### src/rtl/pipg_pkg.sv
// ----------------------------------------------------------------------------
// pipg_pkg
// Shared types and constants for the point-in-polygon gate: register codes,
// controller states and the controller-to-datapath command word.
// ----------------------------------------------------------------------------
package pipg_pkg;

    localparam int DEF_MAX_VERTICES = 64;
    localparam int DEF_COORD_WIDTH  = 16;

    // Fixed field widths
    localparam int CNT_W       = 7;
    localparam int SLOT_W      = 6;
    localparam int CFG_IDX_W   = 1;
    localparam int CFG_DATA_W  = 7;

    // Configuration register indexes
    localparam logic [CFG_IDX_W-1:0] CFG_VERTEX_COUNT = 1'b0;
    localparam logic [CFG_IDX_W-1:0] CFG_GATE_ENABLE  = 1'b1;

    // Input op codes
    localparam logic OP_LOAD = 1'b0;
    localparam logic OP_TEST = 1'b1;

    typedef enum logic [1:0] {
        ST_IDLE,
        ST_WALK,
        ST_DRAIN,
        ST_EMIT
    } pipg_state_t;

    typedef enum logic [1:0] {
        RES_PARITY,
        RES_ONE,
        RES_ZERO
    } res_sel_t;

    typedef struct packed {
        logic     wr_en;       // write the input vertex into the table
        logic     load_point;  // latch the test point, clear the crossing parity
        logic     rd_en;       // read one table entry
        logic     rd_first;    // entry read is vertex 0: no edge ends there
        logic     emit;        // present a result word next cycle
        res_sel_t emit_sel;
    } pipg_cmd_t;

endpackage

### src/rtl/point_in_polygon_gate.sv
// ----------------------------------------------------------------------------
// point_in_polygon_gate
// Even-odd ray-crossing test of a point against a stored polygon gate.
// ----------------------------------------------------------------------------
// A word with op=0 stores one vertex and gives no result; busy stays low. A
// word with op=1 tests a point and gives exactly one result, shown on
// inside_res for one cycle with done high; the receiver cannot hold it off.
// With the gate disabled, or fewer than two vertices in use, the result
// comes on the cycle after start and busy stays low. Otherwise busy is high
// through the walk, drain and emit states, and done rises in the first cycle
// with busy low: the walk reads one vertex per cycle from the single-port
// vertex table, and a three-stage edge pipeline (read, cross products,
// compare) drains behind it. The vertex table holds no reset value; load
// every vertex in use first.
// ----------------------------------------------------------------------------
module point_in_polygon_gate
    import pipg_pkg::*;
#(
    parameter int MAX_VERTICES = DEF_MAX_VERTICES,
    parameter int COORD_WIDTH  = DEF_COORD_WIDTH
)
(
    input  logic                          clk,
    input  logic                          rst_n,
    input  logic                          cfg_we,
    input  logic [CFG_IDX_W-1:0]          cfg_index,
    input  logic [CFG_DATA_W-1:0]         cfg_data,
    input  logic                          start,
    output logic                          busy,
    input  logic                          op,
    input  logic [SLOT_W-1:0]             vertex_index,
    input  logic signed [COORD_WIDTH-1:0] x_coord,
    input  logic signed [COORD_WIDTH-1:0] y_coord,
    output logic                          done,
    output logic                          inside_res
);

    localparam int AW = $clog2(MAX_VERTICES);

    pipg_cmd_t      cmd;
    logic [AW-1:0]  rd_addr;

    pipg_ctrl #(
        .MAX_VERTICES (MAX_VERTICES),
        .AW           (AW)
    ) u_ctrl (
        .clk          (clk),
        .rst_n        (rst_n),
        .cfg_we       (cfg_we),
        .cfg_index    (cfg_index),
        .cfg_data     (cfg_data),
        .start        (start),
        .op           (op),
        .vertex_index (vertex_index),
        .busy         (busy),
        .cmd          (cmd),
        .rd_addr      (rd_addr)
    );

    pipg_datapath #(
        .MAX_VERTICES (MAX_VERTICES),
        .COORD_WIDTH  (COORD_WIDTH),
        .AW           (AW)
    ) u_datapath (
        .clk          (clk),
        .rst_n        (rst_n),
        .cmd          (cmd),
        .rd_addr      (rd_addr),
        .vertex_index (vertex_index),
        .x_coord      (x_coord),
        .y_coord      (y_coord),
        .done         (done),
        .inside_res   (inside_res)
    );

    // A vertex load never produces a result word
    a_load_silent: assert property (@(posedge clk) disable iff (!rst_n)
        (start && !busy && (op == OP_LOAD)) |=> !done)
        else $error("result word after a vertex load");

    // Results appear only once the walk is over
    a_done_idle: assert property (@(posedge clk) disable iff (!rst_n)
        done |-> !busy)
        else $error("result word while the edge walk is running");

    // A walk starts only from an accepted test
    a_walk_cause: assert property (@(posedge clk) disable iff (!rst_n)
        $rose(busy) |-> $past(start && (op == OP_TEST)))
        else $error("edge walk started without a test word");

endmodule

### src/rtl/pipg_ctrl.sv
// ----------------------------------------------------------------------------
// pipg_ctrl
// Controller: configuration registers, command decode and the edge walk
// sequencer that steps the vertex table read address.
// ----------------------------------------------------------------------------
module pipg_ctrl
    import pipg_pkg::*;
#(
    parameter int MAX_VERTICES = DEF_MAX_VERTICES,
    parameter int AW           = $clog2(DEF_MAX_VERTICES)
)
(
    input  logic                  clk,
    input  logic                  rst_n,
    input  logic                  cfg_we,
    input  logic [CFG_IDX_W-1:0]  cfg_index,
    input  logic [CFG_DATA_W-1:0] cfg_data,
    input  logic                  start,
    input  logic                  op,
    input  logic [SLOT_W-1:0]     vertex_index,
    output logic                  busy,
    output pipg_cmd_t             cmd,
    output logic [AW-1:0]         rd_addr
);

    localparam int CW = (AW > CNT_W) ? AW : CNT_W;

    pipg_state_t       state_reg, state_next;
    logic [CW-1:0]     idx_reg, idx_next;
    logic              drain_reg, drain_next;
    logic [CNT_W-1:0]  count_reg;
    logic              gate_en_reg;
    logic              accept;
    logic              walk_last;
    logic              slot_ok;
    logic              few_vertices;

    assign accept       = start && (state_reg == ST_IDLE);
    assign walk_last    = ((idx_reg + CW'(1)) == CW'(count_reg));
    assign slot_ok      = (32'(vertex_index) < 32'(MAX_VERTICES));
    assign few_vertices = (count_reg < CNT_W'(2));
    assign busy         = (state_reg != ST_IDLE);
    assign rd_addr      = idx_reg[AW-1:0];

    // Configuration registers; count saturates at the table depth
    always_ff @(posedge clk or negedge rst_n)
    begin
        if (!rst_n)
        begin
            count_reg   <= '0;
            gate_en_reg <= 1'b0;
        end
        else if (cfg_we)
        begin
            case (cfg_index)
                CFG_VERTEX_COUNT:
                begin
                    if (32'(cfg_data) > 32'(MAX_VERTICES))
                        count_reg <= CNT_W'(MAX_VERTICES);
                    else
                        count_reg <= cfg_data;
                end
                CFG_GATE_ENABLE: gate_en_reg <= cfg_data[0];
                default: ;
            endcase
        end
    end

    always_ff @(posedge clk or negedge rst_n)
    begin
        if (!rst_n)
        begin
            state_reg <= ST_IDLE;
            idx_reg   <= '0;
            drain_reg <= 1'b0;
        end
        else
        begin
            state_reg <= state_next;
            idx_reg   <= idx_next;
            drain_reg <= drain_next;
        end
    end

    // Next state
    always_comb
    begin
        state_next = state_reg;
        idx_next   = idx_reg;
        drain_next = drain_reg;
        case (state_reg)
            ST_IDLE:
            begin
                idx_next = '0;
                if (accept && (op == OP_TEST) && gate_en_reg && !few_vertices)
                    state_next = ST_WALK;
            end
            ST_WALK:
            begin
                idx_next = idx_reg + CW'(1);
                if (walk_last)
                begin
                    state_next = ST_DRAIN;
                    drain_next = 1'b0;
                end
            end
            ST_DRAIN:
            begin
                // wait for the last edge to leave the datapath pipeline
                drain_next = 1'b1;
                if (drain_reg)
                    state_next = ST_EMIT;
            end
            ST_EMIT:
            begin
                state_next = ST_IDLE;
            end
            default:
            begin
                state_next = ST_IDLE;
            end
        endcase
    end

    // Outputs
    always_comb
    begin
        cmd          = '0;
        cmd.emit_sel = RES_PARITY;
        case (state_reg)
            ST_IDLE:
            begin
                if (accept)
                begin
                    if (op == OP_LOAD)
                        cmd.wr_en = slot_ok;
                    else if (!gate_en_reg)
                    begin
                        cmd.emit     = 1'b1;
                        cmd.emit_sel = RES_ONE;
                    end
                    else if (few_vertices)
                    begin
                        cmd.emit     = 1'b1;
                        cmd.emit_sel = RES_ZERO;
                    end
                    else
                        cmd.load_point = 1'b1;
                end
            end
            ST_WALK:
            begin
                cmd.rd_en    = 1'b1;
                cmd.rd_first = (idx_reg == '0);
            end
            ST_DRAIN: ;
            ST_EMIT:
            begin
                cmd.emit     = 1'b1;
                cmd.emit_sel = RES_PARITY;
            end
            default: ;
        endcase
    end

endmodule

### src/rtl/pipg_datapath.sv
// ----------------------------------------------------------------------------
// pipg_datapath
// Vertex table memory and the edge pipeline: table read, straddle check
// with cross products, then compare and crossing parity.
// ----------------------------------------------------------------------------
module pipg_datapath
    import pipg_pkg::*;
#(
    parameter int MAX_VERTICES = DEF_MAX_VERTICES,
    parameter int COORD_WIDTH  = DEF_COORD_WIDTH,
    parameter int AW           = $clog2(DEF_MAX_VERTICES)
)
(
    input  logic                          clk,
    input  logic                          rst_n,
    input  pipg_cmd_t                     cmd,
    input  logic [AW-1:0]                 rd_addr,
    input  logic [SLOT_W-1:0]             vertex_index,
    input  logic signed [COORD_WIDTH-1:0] x_coord,
    input  logic signed [COORD_WIDTH-1:0] y_coord,
    output logic                          done,
    output logic                          inside_res
);

    localparam int W  = COORD_WIDTH;
    localparam int DW = W + 1;
    localparam int PW = 2 * DW;

    logic [2*W-1:0]        mem [MAX_VERTICES];
    logic [2*W-1:0]        rdata_reg;
    logic [2*W-1:0]        prev_reg;
    logic                  rd_v_reg;
    logic                  rd_first_reg;
    logic signed [W-1:0]   px_reg, py_reg;
    logic signed [PW-1:0]  p1_reg, p2_reg;
    logic                  neg_reg;
    logic                  ev_reg;
    logic                  parity_reg;
    logic                  done_reg;
    logic                  res_reg;

    logic signed [W-1:0]   x0, y0, x1, y1;
    logic signed [DW-1:0]  dx_p, dy_p, dx_e, dy_e;
    logic                  straddle;
    logic                  edge_ok;
    logic                  right;
    logic                  res_val;

    assign x0 = prev_reg[2*W-1:W];
    assign y0 = prev_reg[W-1:0];
    assign x1 = rdata_reg[2*W-1:W];
    assign y1 = rdata_reg[W-1:0];

    assign dx_p = DW'(px_reg) - DW'(x0);
    assign dy_p = DW'(py_reg) - DW'(y0);
    assign dx_e = DW'(x1) - DW'(x0);
    assign dy_e = DW'(y1) - DW'(y0);

    // Half-open rule: y0 < py <= y1 or y1 < py <= y0
    assign straddle = !((py_reg <= y0) && (py_reg <= y1)) &&
                      !((y0 < py_reg) && (y1 < py_reg));
    assign edge_ok  = rd_v_reg && !rd_first_reg && (dy_e != '0) && straddle;

    // Flip the compare when the edge runs downward
    assign right = neg_reg ? (p2_reg < p1_reg) : (p1_reg < p2_reg);

    always_comb
    begin
        case (cmd.emit_sel)
            RES_PARITY: res_val = parity_reg;
            RES_ONE:    res_val = 1'b1;
            RES_ZERO:   res_val = 1'b0;
            default:    res_val = 1'b0;
        endcase
    end

    // Vertex table
    always_ff @(posedge clk)
    begin
        if (cmd.wr_en)
            mem[AW'(vertex_index)] <= {x_coord, y_coord};
        if (cmd.rd_en)
            rdata_reg <= mem[rd_addr];
    end

    // Payload registers
    always_ff @(posedge clk)
    begin
        if (cmd.load_point)
        begin
            px_reg <= x_coord;
            py_reg <= y_coord;
        end
        if (rd_v_reg)
            prev_reg <= rdata_reg;
        p1_reg  <= PW'(dx_p) * PW'(dy_e);
        p2_reg  <= PW'(dy_p) * PW'(dx_e);
        neg_reg <= dy_e[DW-1];
        if (cmd.emit)
            res_reg <= res_val;
    end

    // Control registers
    always_ff @(posedge clk or negedge rst_n)
    begin
        if (!rst_n)
        begin
            rd_v_reg     <= 1'b0;
            rd_first_reg <= 1'b0;
            ev_reg       <= 1'b0;
            parity_reg   <= 1'b0;
            done_reg     <= 1'b0;
        end
        else
        begin
            rd_v_reg     <= cmd.rd_en;
            rd_first_reg <= cmd.rd_first;
            ev_reg       <= edge_ok;
            done_reg     <= cmd.emit;
            if (cmd.load_point)
                parity_reg <= 1'b0;
            else if (ev_reg && right)
                parity_reg <= !parity_reg;
        end
    end

    assign done       = done_reg;
    assign inside_res = res_reg;

endmodule

### config.mk
export PLATFORM = sky130hd
export DESIGN_NAME = point_in_polygon_gate
export DESIGN_NICKNAME = d
export VERILOG_FILES = /design/src/rtl/pipg_pkg.sv /design/src/rtl/point_in_polygon_gate.sv /design/src/rtl/pipg_ctrl.sv /design/src/rtl/pipg_datapath.sv
export SDC_FILE = /design/constraint.sdc
export NUM_CORES = 2
export LEC_CHECK = 0
export BUFFER_PORTS_ARGS = -buffer_cell sky130_fd_sc_hd__buf_2
export CAP_MARGIN = 10
export CELL_PAD_IN_SITES_DETAIL_PLACEMENT = 0
export CELL_PAD_IN_SITES_GLOBAL_PLACEMENT = 1
export CORE_ASPECT_RATIO = 1.2
export CORE_MARGIN = 5
export CORE_UTILIZATION = 56
export CTS_CLUSTER_DIAMETER = 50
export CTS_CLUSTER_SIZE = 16
export DETAILED_ROUTE_END_ITERATION = 8
export PLACE_DENSITY = 0.81
export SYNTH_ARGS = -nofsm -noshare
export SYNTH_HDL_FRONTEND = slang
export SYNTH_HIERARCHICAL = 1
export SYNTH_SLANG_ARGS = --single-unit
### constraint.sdc
create_clock -name clk -period 9.7 [get_ports clk]
set_input_delay 0.485 -clock clk [delete_from_list [all_inputs] [get_ports clk]]
set_output_delay 0.485 -clock clk [all_outputs]
set_load 0.01 [all_outputs]
==> flow_summary.toml <==
[setup_path]
endpoint_kind = "register"
cp-startpoint = "u_datapath/prev_reg[1]"
path_max_fanout = 8
worst_path_largest_cell_delay_ns = 0.94
critical_path.slowest_cell = "xor2_1"
worstReg2RegStart = "u_datapath/prev_reg[1]"
crit_type = "register to register"
crit_buf_inv = 5
crit_top_cell = "fa_1"
worstPathArrival_ns = 9.53
required_ns = 10.43
path_delay_family = "adder cells"
crit_path_start_kind = "register"

[clock_network]
cts.root.buffer_cell = "clkbuf_16"
postCtsSetupBuffers = 0
tritoncts = "built"
cts.sinks = 2237
numCtsBuffers = 175
cts.reportedPaths.clkPinSlew_ns = 0.07
cts_max_path_buffers = 3
htreeDepth = 4
clock_insertion_delay_worst_skew_ns = 0.82

[sta]
final_period_minus_worst_setup_slack_ns = 8.802
layout_worst_path_cycle_share_pct = 90.74
slew_headroom_pct = 16.19
setup_total_negative_slack_ns = 0
hold_viol_final = 0
setup_viol = 0
timing.final.max_slew_violations = 0
clock_skew_ns = 0.03524
max_slew.worst_pin.slew_ns = 1.257
rsz0062_at_grt = "false"
timing.fmax_mhz = 113.6

[cells_and_area]
most-common-layout-cells = "edfxtp_1, inv_1, mux4_2, fa_1, nand2_1"
mostFrequentLayoutCell = "edfxtp_1"
nNetsFinal = 7478
layout-area-overhead-vs-synth_pct = 9.085
share_of_layout_cells_above_drive_strength_1_pct = 19.10
largest_register_ffs = 2048

[global_routing]
grt_start_max_net_pins = 132
grt_pass1_wl_mm = 400.9
total_congestion_overflow_after_global_routing = 0
antenna_found_initial = 14
grt_util_all_layers_pct = 26.99
via_count_of_the_first_global_routing_pass = 60300

[routing]
routedWlPerCell_um = 29.28
postRouteAntennaNets = 0
post_drt_via_cell_ratio = 6.200
num_vias = 57210
router_iterations_before_antenna_repair = 6
drc = 0
drt_first_iter_violations = 5831
postRouteWirelength_mm = 270.2

[floorplanning]
die_width_um = 413.9
initial_utilization_pct = 56.12
die_area_um2 = 204700
ioPinCount = 54
placementRows = 178
dieHeight_um = 494.6
design.core.area_um2 = 195300

[yosys]
synth-seq-area-share_pct = 60.55
synth-adder-area-share_pct = 14.22
combinational_family_with_the_most_area_after_synthesis = "adder cells"
ys_seq_elements = 2237
synth.mux.area_fraction_pct = 13.88
synth_area_um2 = 109600
synthXorXnorAreaFrac_pct = 1.203
ys.warnings.count = 6
syn_inst = 6361
async_reset_ff_share_pct = 1.028
synth-simple-area-share_pct = 4.440
number_of_different_library_cells_in_the_post_synthesis_netlist = 87
number_of_flops_mapped_to_enable_cells_by_yosys = 2145
post_synth.cell_area_avg_um2 = 17.23
fraction_of_the_mapped_netlist_area_in_compound_gates_pct = 2.256
yosys_most_used_dff = "edfxtp_1"
syn-num-nets = 7300

[min_path]
hold_start = "op"
hold_path_class = "primary input to register"

[run]
timing.max_cap.violations = 0

[placed_design]
detailed_place_hpwl_mm = 173.9
io_buffers = 53
place.gp.congestion = 0.9200

[outcome]
status = "finished, final reports clean"
## what timing repair did
| action | in CTS | in global routing |
|---|---|---|
| hold buffers | 13 | 0 |
| resized for setup | 0 | 0 |
| setup endpoints to repair | 0 | 0 |
| endpoints found under the hold margin | 31 | 0 |
## routing by layer
layer	global-route usage [%]	routed length [µm]	share of wire (%)
met3	3.755	17980	6.7
met5	0	13	0.0048
met1	34.51	97830	36
met4	9.589	11530	4.3
met2	47.63	142800	53
## layout make-up
type | count | area [µm²]
Antenna cell | 5 | 12.51
Clock buffer | 194 | 4492
Clock inverter | 56 | 892.1
Fill cell | 13960 | 75750
Inverter | 725 | 2721
Multi-Input combinational cell | 3160 | 40020
Sequential cell | 2237 | 66390
Tap cell | 2610 | 3266
Timing Repair Buffer | 240 | 1777
## worst min-delay path, cell delays in order
cell and delay [ns]:
buf_2 0.11, nand3_1 0.08, a21oi_1 0.04, nor2_1 0.08, nor2_1 0.06
## metrics by stage
step	hold slack, ns	cell area (µm²)	std cells	setup slack [ns]	util, %
2_1_floorplan	0.1894	109600	6361	1.969	-
3_3_place_gp	0.4327	114000	8958	0.9197	58.38
3_5_place_dp	0.4414	114000	8958	1.004	58.38
4_1_cts	0.01451	119600	9221	0.9955	61.21
5_1_grt	0.08008	119600	9223	0.5712	61.21
6_report	0.07708	119600	9227	0.8981	61.22
## kinds of logic (layout without fill, tap and decap cells)
group                    Yosys count  count (layout)
AO/OA/AOI/OAI                    376             376
XOR/XNOR                         148             148
adder cells (fa/ha/maj)          888             888
buffers and inverters            964            1215
flip-flops                      2237            2237
multiplexers                     685             685
other                              0               5
AND/OR/NAND/NOR                 1063            1063
## cells in the mapped netlist, types with 30 or more instances
cell type / n / area, µm²
nor3_1: 40 / 200.2
nor2_1: 335 / 1257
fa_1: 596 / 11930
dfxtp_1: 69 / 1381
mux4_2: 667 / 15020
nand2_1: 367 / 1378
nand3_1: 46 / 230.2
clkbuf_1: 143 / 536.8
o21ai_0: 67 / 335.3
a21oi_1: 111 / 555.5
xnor2_1: 105 / 919.6
and2_1: 56 / 350.3
buf_2: 56 / 280.3
inv_1: 722 / 2710
xor2_1: 41 / 359.1
o21a_1: 30 / 225.2
nor2b_1: 65 / 406.6
ha_1: 292 / 3654
nand2b_1: 45 / 281.5
edfxtp_1: 2145 / 64410
a21o_1: 30 / 225.2
## path summary, 6_finish.rpt
path,end,depth (start not counted),slack (ns)
max,u_datapath/p1_reg[32],26,0.90
min,u_datapath/done,5,0.08
max reg2reg,u_datapath/p1_reg[32],26,0.90
min reg2reg,u_datapath/prev_reg[0],0,0.46
max in group asynchronous,u_ctrl/idx_reg[1],2,9.00
min in group asynchronous,u_datapath/parity_reg,2,0.23
Power is not shown: default switching activity piles up to over one toggle a cycle in this logic, so the estimate is an artifact.
